===== src/rtl/core/lud_pkg.sv =====
// Shared types, constants and lead-byte decode for the lenient UTF-8 decoder.
// No dependencies.
package lud_pkg;

    localparam int unsigned CP_W      = 21;  // code point width
    localparam int unsigned BYTE_W    = 8;
    localparam int unsigned MAX_RES   = 4;   // code points one byte can cause
    localparam int unsigned CNT_W     = 3;   // holds 0..MAX_RES
    localparam int unsigned HELD_D    = 3;   // held sequence bytes
    localparam int unsigned OUT_DATA_W = 24; // code point padded to bytes

    // Lead byte kinds
    typedef enum logic [2:0] {
        LEAD_ASCII,
        LEAD_TWO,
        LEAD_THREE,
        LEAD_FOUR,
        LEAD_BAD
    } t_lead;

    // One byte's worth of results, travelling from front to back
    typedef struct packed {
        logic [MAX_RES-1:0][CP_W-1:0] cp;
        logic [CNT_W-1:0]             count;
        logic                         eot;
    } t_packet;

    // Queue fill status
    typedef struct packed {
        logic full;
        logic empty;
    } t_q_status;

    // Classify a byte seen as the start of a sequence
    function automatic t_lead lead_class(input logic [BYTE_W-1:0] b);
        t_lead k;
        unique case (b) inside
            8'b0???????: k = LEAD_ASCII;
            8'b110?????: k = LEAD_TWO;
            8'b1110????: k = LEAD_THREE;
            8'b11110???: k = LEAD_FOUR;
            default:     k = LEAD_BAD;
        endcase
        return k;
    endfunction

    // Payload bits carried by a multi-byte lead
    function automatic logic [CP_W-1:0] lead_payload(input logic [BYTE_W-1:0] b);
        logic [CP_W-1:0] p;
        unique case (lead_class(b))
            LEAD_TWO:   p = CP_W'(b & 8'h1F);
            LEAD_THREE: p = CP_W'(b & 8'h0F);
            LEAD_FOUR:  p = CP_W'(b & 8'h07);
            default:    p = '0;
        endcase
        return p;
    endfunction

    // Continuation bytes a lead asks for; zero for single bytes
    function automatic logic [1:0] lead_need(input logic [BYTE_W-1:0] b);
        logic [1:0] n;
        unique case (lead_class(b))
            LEAD_TWO:   n = 2'd1;
            LEAD_THREE: n = 2'd2;
            LEAD_FOUR:  n = 2'd3;
            default:    n = 2'd0;
        endcase
        return n;
    endfunction

endpackage


===== src/rtl/core/lud_front.sv =====
// Front end: accepts text bytes, tracks the open sequence and builds one
// result packet per byte. Depends on lud_pkg.
module lud_front
    import lud_pkg::*;
(
    input  logic              i_clk,
    input  logic              i_rst_n,
    input  logic              i_accept,
    input  logic [BYTE_W-1:0] i_byte,
    input  logic              i_eot,
    output t_packet           o_pkt,
    output logic              o_push
);

    logic [HELD_D-1:0][BYTE_W-1:0] r_held, n_held;
    logic [CP_W-1:0]               r_pv, n_pv;
    logic [1:0]                    r_exp, n_exp;
    logic [1:0]                    r_cnt, n_cnt;

    t_packet          pkt;
    logic             fresh;
    logic             is_cont;
    logic [1:0]       exp_m1;
    logic [CP_W-1:0]  pv_ext;
    t_lead            kind;

    assign is_cont = (i_byte[7:6] == 2'b10);
    assign exp_m1  = r_exp - 2'd1;
    assign pv_ext  = {r_pv[CP_W-7:0], i_byte[5:0]};
    assign kind    = lead_class(i_byte);

    // Decide the results and the next sequence state for the offered byte
    always_comb begin
        n_held    = r_held;
        n_pv      = r_pv;
        n_exp     = r_exp;
        n_cnt     = r_cnt;
        pkt.cp    = '0;
        pkt.count = '0;
        pkt.eot   = i_eot;
        fresh     = 1'b0;

        if (r_exp != 2'd0) begin
            if (is_cont) begin
                if (exp_m1 == 2'd0) begin
                    // sequence complete
                    pkt.cp[0] = pv_ext;
                    pkt.count = CNT_W'(1);
                    n_held    = '0;
                    n_pv      = '0;
                    n_exp     = '0;
                    n_cnt     = '0;
                end else begin
                    n_held[r_cnt] = i_byte;
                    n_cnt         = r_cnt + 2'd1;
                    n_pv          = pv_ext;
                    n_exp         = exp_m1;
                    if (i_eot) begin
                        // text ends mid-sequence: pass held bytes and this one raw
                        for (int k = 0; k < HELD_D; k++) begin
                            if (k < int'(r_cnt)) begin
                                pkt.cp[pkt.count[1:0]] = CP_W'(r_held[k]);
                                pkt.count = pkt.count + CNT_W'(1);
                            end
                        end
                        pkt.cp[pkt.count[1:0]] = CP_W'(i_byte);
                        pkt.count = pkt.count + CNT_W'(1);
                    end
                end
            end else begin
                // broken sequence: pass held bytes raw, then restart on this byte
                for (int k = 0; k < HELD_D; k++) begin
                    if (k < int'(r_cnt)) begin
                        pkt.cp[pkt.count[1:0]] = CP_W'(r_held[k]);
                        pkt.count = pkt.count + CNT_W'(1);
                    end
                end
                n_held = '0;
                n_pv   = '0;
                n_exp  = '0;
                n_cnt  = '0;
                fresh  = 1'b1;
            end
        end else begin
            fresh = 1'b1;
        end

        // Treat the byte as a lead
        if (fresh) begin
            if (kind == LEAD_ASCII || kind == LEAD_BAD || i_eot) begin
                pkt.cp[pkt.count[1:0]] = CP_W'(i_byte);
                pkt.count = pkt.count + CNT_W'(1);
            end else begin
                n_held[0] = i_byte;
                n_cnt     = 2'd1;
                n_pv      = lead_payload(i_byte);
                n_exp     = lead_need(i_byte);
            end
        end

        // End of text returns the sequence state to idle
        if (i_eot) begin
            n_held = '0;
            n_pv   = '0;
            n_exp  = '0;
            n_cnt  = '0;
        end
    end

    // Advance sequence state on each accepted byte
    always_ff @(posedge i_clk) begin
        if (!i_rst_n) begin
            r_held <= '0;
            r_pv   <= '0;
            r_exp  <= '0;
            r_cnt  <= '0;
        end else if (i_accept) begin
            r_held <= n_held;
            r_pv   <= n_pv;
            r_exp  <= n_exp;
            r_cnt  <= n_cnt;
        end
    end

    assign o_pkt  = pkt;
    assign o_push = i_accept && (pkt.count != '0);

endmodule


===== src/rtl/core/lud_queue.sv =====
// Two-entry packet queue between the front and back ends.
// Depends on lud_pkg.
module lud_queue
    import lud_pkg::*;
(
    input  logic      i_clk,
    input  logic      i_rst_n,
    input  logic      i_push,
    input  t_packet   i_pkt,
    input  logic      i_pop,
    output t_packet   o_head,
    output t_q_status o_status
);

    t_packet    r_slot [2];
    logic       r_wr_ptr;
    logic       r_rd_ptr;
    logic [1:0] r_fill;

    // Store pushed packets
    always_ff @(posedge i_clk) begin
        if (i_push) begin
            r_slot[r_wr_ptr] <= i_pkt;
        end
    end

    // Track pointers and fill level
    always_ff @(posedge i_clk) begin
        if (!i_rst_n) begin
            r_wr_ptr <= 1'b0;
            r_rd_ptr <= 1'b0;
            r_fill   <= '0;
        end else begin
            if (i_push) begin
                r_wr_ptr <= ~r_wr_ptr;
            end
            if (i_pop) begin
                r_rd_ptr <= ~r_rd_ptr;
            end
            case ({i_push, i_pop})
                2'b10:   r_fill <= r_fill + 2'd1;
                2'b01:   r_fill <= r_fill - 2'd1;
                default: r_fill <= r_fill;
            endcase
        end
    end

    assign o_head         = r_slot[r_rd_ptr];
    assign o_status.full  = (r_fill == 2'd2);
    assign o_status.empty = (r_fill == 2'd0);

endmodule


===== src/rtl/core/lud_back.sv =====
// Back end: walks the head packet one code point per beat into the output
// register. Depends on lud_pkg.
module lud_back
    import lud_pkg::*;
(
    input  logic            i_clk,
    input  logic            i_rst_n,
    input  t_packet         i_head,
    input  t_q_status       i_status,
    output logic            o_pop,
    output logic            o_valid,
    input  logic            i_ready,
    output logic [CP_W-1:0] o_cp,
    output logic            o_run_last,
    output logic            o_done
);

    logic            r_valid;
    logic [CP_W-1:0] r_cp;
    logic            r_run_last;
    logic            r_done;
    logic [1:0]      r_idx;

    logic load;
    logic last;

    assign load  = !i_status.empty && (!r_valid || i_ready);
    assign last  = ({1'b0, r_idx} == (i_head.count - CNT_W'(1)));
    assign o_pop = load && last;

    // Step through the head packet
    always_ff @(posedge i_clk) begin
        if (!i_rst_n) begin
            r_idx   <= '0;
            r_valid <= 1'b0;
        end else begin
            if (load) begin
                r_idx   <= last ? 2'd0 : r_idx + 2'd1;
                r_valid <= 1'b1;
            end else if (i_ready) begin
                r_valid <= 1'b0;
            end
        end
    end

    // Load the output beat
    always_ff @(posedge i_clk) begin
        if (load) begin
            r_cp       <= i_head.cp[r_idx];
            r_run_last <= last;
            r_done     <= last && i_head.eot;
        end
    end

    assign o_valid    = r_valid;
    assign o_cp       = r_cp;
    assign o_run_last = r_run_last;
    assign o_done     = r_done;

endmodule


===== src/rtl/core/lenient_utf8_decoder_core.sv =====
// Lenient UTF-8 decoder: one text byte in per beat (tlast marks the last byte of
// a text), code points out. A byte that completes a sequence or stands alone
// gives one code point; a broken sequence or a text that ends inside one gives
// the held raw bytes as code points, up to four beats for one input byte. The
// output port issues one code point per cycle unless stalled, and that register
// sets the rate: a byte stream in which each byte yields at most one code point
// flows at one byte per cycle, while a byte yielding several code points takes
// an output beat for each. A two-entry packet queue between front and back
// absorbs these bursts; input beats pass a queue slot, then the output register.
// tuser carries run_last (last code point caused by an input byte); tlast
// carries text_done. Depends on lud_pkg, lud_front, lud_queue and lud_back.
module lenient_utf8_decoder_core
    import lud_pkg::*;
(
    input  logic                  i_clk,
    input  logic                  i_rst_n,
    input  logic                  i_s_axis_tvalid,
    output logic                  o_s_axis_tready,
    input  logic [BYTE_W-1:0]     i_s_axis_tdata,  // [7:0] text_byte
    input  logic                  i_s_axis_tlast,  // end_of_text
    output logic                  o_m_axis_tvalid,
    input  logic                  i_m_axis_tready,
    output logic [OUT_DATA_W-1:0] o_m_axis_tdata,  // [20:0] code_point, [23:21] zero
    output logic [0:0]            o_m_axis_tuser,  // [0] run_last
    output logic                  o_m_axis_tlast   // text_done
);

    t_packet         pkt;
    t_packet         head;
    t_q_status       q_status;
    logic            push;
    logic            pop;
    logic            accept;
    logic [CP_W-1:0] cp;
    logic            run_last;

    assign o_s_axis_tready = !q_status.full;
    assign accept          = i_s_axis_tvalid && o_s_axis_tready;

    lud_front u_front (
        .i_clk    (i_clk),
        .i_rst_n  (i_rst_n),
        .i_accept (accept),
        .i_byte   (i_s_axis_tdata),
        .i_eot    (i_s_axis_tlast),
        .o_pkt    (pkt),
        .o_push   (push)
    );

    lud_queue u_queue (
        .i_clk    (i_clk),
        .i_rst_n  (i_rst_n),
        .i_push   (push),
        .i_pkt    (pkt),
        .i_pop    (pop),
        .o_head   (head),
        .o_status (q_status)
    );

    lud_back u_back (
        .i_clk      (i_clk),
        .i_rst_n    (i_rst_n),
        .i_head     (head),
        .i_status   (q_status),
        .o_pop      (pop),
        .o_valid    (o_m_axis_tvalid),
        .i_ready    (i_m_axis_tready),
        .o_cp       (cp),
        .o_run_last (run_last),
        .o_done     (o_m_axis_tlast)
    );

    assign o_m_axis_tdata = {{(OUT_DATA_W-CP_W){1'b0}}, cp};
    assign o_m_axis_tuser = run_last;

endmodule


===== config.mk =====
export PLATFORM = sky130hd
export DESIGN_NAME = lenient_utf8_decoder_core
export DESIGN_NICKNAME = d
export VERILOG_FILES = /design/src/rtl/core/lud_pkg.sv /design/src/rtl/core/lud_front.sv /design/src/rtl/core/lud_queue.sv /design/src/rtl/core/lud_back.sv /design/src/rtl/core/lenient_utf8_decoder_core.sv
export SDC_FILE = /design/constraint.sdc
export NUM_CORES = 1
export LEC_CHECK = 0
export CAP_MARGIN = 5
export CORE_MARGIN = 4
export CORE_UTILIZATION = 41
export DETAILED_ROUTE_END_ITERATION = 10
export DONT_BUFFER_PORTS = 1
export PLACE_DENSITY = 0.53
export SYNTH_ARGS = -nofsm -noshare
export SYNTH_HDL_FRONTEND = slang
export SYNTH_SLANG_ARGS = --single-unit

===== constraint.sdc =====
create_clock -name i_clk -period 9.34 [get_ports i_clk]
set_input_delay 1.868 -clock i_clk [delete_from_list [all_inputs] [get_ports i_clk]]
set_output_delay 1.868 -clock i_clk [all_outputs]
set_load 0.005 [all_outputs]

==> flow_summary.rst <==
.. list-table::
   :header-rows: 1

   * - Metric
     - Value
   * - Overall die area
     - 22700 um^2
   * - Die Ht
     - 151 um
   * - Hold crit path type
     - reg -> reg
   * - Cell count after placement
     - 943
   * - Crit path capture
     - u_queue.r_slot[0][7]$_DFFE_PP_
   * - Time the final worst path needs with I/O delays and setup
     - 4.88 ns
   * - Maximum level of the CTS H-tree
     - 4
   * - Yosys warns
     - 0
   * - Type of element capturing the critical path
     - register
   * - Worst reg-to-reg path cell count
     - 11
   * - Routed wire per std cell
     - ~22 um
   * - Share of the synthesized area in the top cell type
     - 0.436
   * - All-Layer GR Usage
     - 0.196
   * - Worst Path Arrival
     - 4.95 ns
   * - Antenna cell count
     - 0
   * - Endpoint of the most critical register-to-register path
     - u_queue.r_slot[0][7]$_DFFE_PP_
   * - Master cell of the clock root buffer
     - clkbuf_16
   * - Clock tree from TritonCTS
     - built
   * - Total Power
     - 0.00207 W
   * - Async set-reset flop share out of synthesis
     - 0
   * - Dominant register cell in the synthesized netlist
     - edfxtp_1
   * - Most common cell after layout, fill and taps aside
     - edfxtp_1
   * - Number of clock sinks seen by CTS
     - 172
   * - Buffers inserted during post-CTS setup optimization
     - 0
   * - Post-DP HPWL
     - roughly 15 mm
   * - Remaining number of nets flagged by the antenna check after routing
     - 0
   * - Crit path max-delay cell type
     - or3b_1
   * - Type of the worst setup path
     - in -> reg
   * - Global route overflow
     - 0
   * - Post-Synthesis Cell Area
     - 8330 um^2
   * - Hold violation total from the final report
     - 0
   * - Post-route clock skew
     - 0.0110 ns
   * - Number of placed I/O pins
     - between 40 and 50
   * - Worst Path Required
     - 9.41 ns
   * - Drt pass-1 iters
     - 5
   * - Count of endpoints failing setup in the final report
     - 0
   * - Number of antenna violations at the first check in global routing
     - 0
   * - Total clock buffers created by CTS
     - 17
   * - CP Launch Point
     - i_s_axis_tdata[6]
   * - Synthesized netlist cell count
     - 724
   * - Ordered cell list for the critical path
     - or3b_1 -> nor2_1 -> a21oi_1 -> inv_1 -> ha_1 -> o21ai_0 -> a211oi_1 -> o31ai_1 -> nor2_4 -> buf_4
   * - Share of cells above drive strength 1
     - 0.108
   * - Clock latency on the worst-skew pair
     - ~0.42 ns
   * - Synthesized flop and latch total
     - 172
   * - Register-to-register setup slack
     - 4.65 ns
   * - EDFF count, synth
     - 121
   * - Dominant cells by area after synthesis
     - edfxtp_1, dfxtp_1, mux4_2
   * - Maximum ir drop on the vdd rail
     - between 100 and 150 uV
   * - Bufs and invs on worst path
     - 2
   * - Die boundary width
     - 151 um
   * - Maximum clock path buffer count
     - 2
   * - Number of hold buffers added after cts
     - 0
   * - Average size of a mapped cell
     - 11.5 um^2
   * - Wire length after detailed routing
     - ~22 mm
   * - Fmax
     - 205 MHz
   * - Area delta synth->final
     - 8.71%
   * - Distinct cells, synth
     - 69
   * - Number of rows created at floorplan
     - 51
   * - Result of the run
     - completed
   * - Hold Worst Slack
     - 0.493 ns
   * - Unrepaired setup endpoints after global routing
     - no
   * - Count of pins over their slew limit
     - 0
   * - Number of global-route vias before repair
     - between 5000 and 6000
   * - Largest delay share family, worst path
     - simple AND/OR/NAND/NOR gates
   * - Launch point of the worst reg-to-reg path
     - u_front.r_exp[0]$_SDFFE_PN0P_
   * - Fraction of the yosys area taken by sequential cells
     - 0.559
   * - Starting DRC count in detailed routing
     - 670
   * - Worst-path clk slew
     - 0.07 ns
   * - Logic depth of the worst setup path including buffers
     - 10
   * - Leading cell types in the layout, fill and taps excluded
     - edfxtp_1, nand2_1, nor2_1, dfxtp_1, a21oi_1
   * - Cell leakage power
     - 3.16 nW
   * - Non-Filler Instances
     - just under 1000
   * - Max capacitance violation total
     - 0
   * - Slowest stage delay, CP
     - 0.50 ns
   * - Starting density of the core
     - 0.422
   * - Pwr/cell area
     - between 200 and 250 nW/um^2
   * - DRC Markers
     - 0
   * - Quantity of I/O buffers inserted on ports
     - 0
   * - Count of cells resized by post-cts repair
     - 0
   * - Via count
     - 5700
   * - Final Wtd Congestion
     - roughly 0.95
   * - Share of the clock period used by the worst path after layout
     - 0.523
   * - Total negative slack
     - 0 ns
   * - Final-stage net count
     - 725
   * - Worst-margin pin slew
     - ~1.2 ns
   * - Largest net degree at the start of global routing
     - 50
   * - Wire length of the first global-routing pass
     - 33.3 mm
   * - Placeable core area
     - 19700 um^2
   * - Average vias per placed instance
     - 5.85
   * - Critical path startpoint category
     - input pin
   * - Leading area contributor after synthesis
     - edfxtp_1
   * - Largest fanout on the critical path
     - 33
   * - Slew margin rel.
     - 0.165
worst min-delay path, delay by kind of cell, from the launching register on:
| kind | cells | cell delay (ns) |
|---|---|---|
| AND/OR/NAND/NOR | 1 | 0.06 |
| AO/OA/AOI/OAI | 1 | 0.06 |
| flip-flops | 1 | 0.32 |
final cells by class:
class | count | area (um^2)
clock inverters | 15 | 150
fillers | 1793 | 10700
flip-flops and latches | 172 | 4660
repair buffers | 9 | 67.6
clock buffers | 17 | 425
well taps | 265 | 332
inverters | 18 | 67.6
multi-input cells | 479 | 3360
worst min path at each step:
stage	startpoint	endpoint	slack (ns)	cells after the start
2_1_floorplan	u_front.r_held[6]$_SDFFE_PN0P_	u_front.r_held[6]$_SDFFE_PN0P_	0.45	2
3_3_place_gp	u_front.r_pv[10]$_SDFFE_PN0P_	u_front.r_pv[10]$_SDFFE_PN0P_	0.47	2
3_5_place_dp	u_front.r_pv[10]$_SDFFE_PN0P_	u_front.r_pv[10]$_SDFFE_PN0P_	0.48	2
4_1_cts	u_front.r_pv[3]$_SDFFE_PN0P_	u_front.r_pv[3]$_SDFFE_PN0P_	0.50	2
5_1_grt	u_front.r_held[22]$_SDFFE_PN0P_	u_front.r_held[22]$_SDFFE_PN0P_	0.52	1
6_report	u_front.r_pv[3]$_SDFFE_PN0P_	u_front.r_pv[3]$_SDFFE_PN0P_	0.49	2
layer usage:
metal	part of all wire	track usage	wire (um)	vias to the layer above
met4	0.020	0.0595	434	0
met5	0	0	0	-
li1	-	-	-	2667
met1	0.49	0.295	10600	2839
met2	0.44	0.281	9490	175
met3	0.057	0.0461	1240	19
sequential cells by signal, summed over array words and instances, names as in the netlist, named ones only:
register,count
u_back.o_valid,1
u_front.r_held,24
u_back.r_idx,2
u_front.r_exp,2
u_queue.r_wr_ptr,1
u_queue.r_fill,2
u_back.o_done,1
u_queue.r_slot,98
u_back.o_run_last,1
u_front.r_cnt,2
u_front.r_pv,15
u_back.o_cp,21
u_queue.r_rd_ptr,1
synthesized netlist by cell type, types with 4 or more instances:
cell and n:
a21o_1 10, ha_1 15, inv_1 17, clkbuf_1 29, buf_4 5, nor2_1 54, o211ai_1 11, a221o_1 5
a22oi_1 29, mux4_2 16, edfxtp_1 121, o21ai_0 33, and3_1 23, nor2b_1 18, nand3b_1 5, a221oi_1 4
dfxtp_1 51, nand3_1 13, mux2i_1 23, buf_2 18, a21oi_1 34, a31oi_1 9, a32oi_1 5, nand2_1 84
nor3_1 5, a22o_1 20
power breakdown:
part | internal [W] | switching [W] | total [W]
Clock | 0.000356 | 0.000330 | 0.000687
Combinational | 0.000137 | 0.000211 | 0.000348
Sequential | 0.000973 | 0.0000666 | 0.00104
per-stage QoR:
stage | area (um^2) | util | setup slack, ns
after floorplan | 8340 | - | 3.28
after global placement | 8480 | 0.430 | 4.11
after detailed placement | 8480 | 0.430 | 3.98
after CTS | 9050 | 0.459 | 4.43
after global routing | 9050 | 0.459 | 4.19
final | 9050 | 0.459 | 4.46
kinds of logic after synthesis:
kind of cell / share of synthesized area
simple gates: 0.135
compound gates: 0.164
flops: 0.559
buf+inv: 0.0415
mux: 0.0709
fa+ha+maj: 0.0225
xor+xnor: 0.00631
other cells: 0.000450
Power figures use the tool's default switching activity.
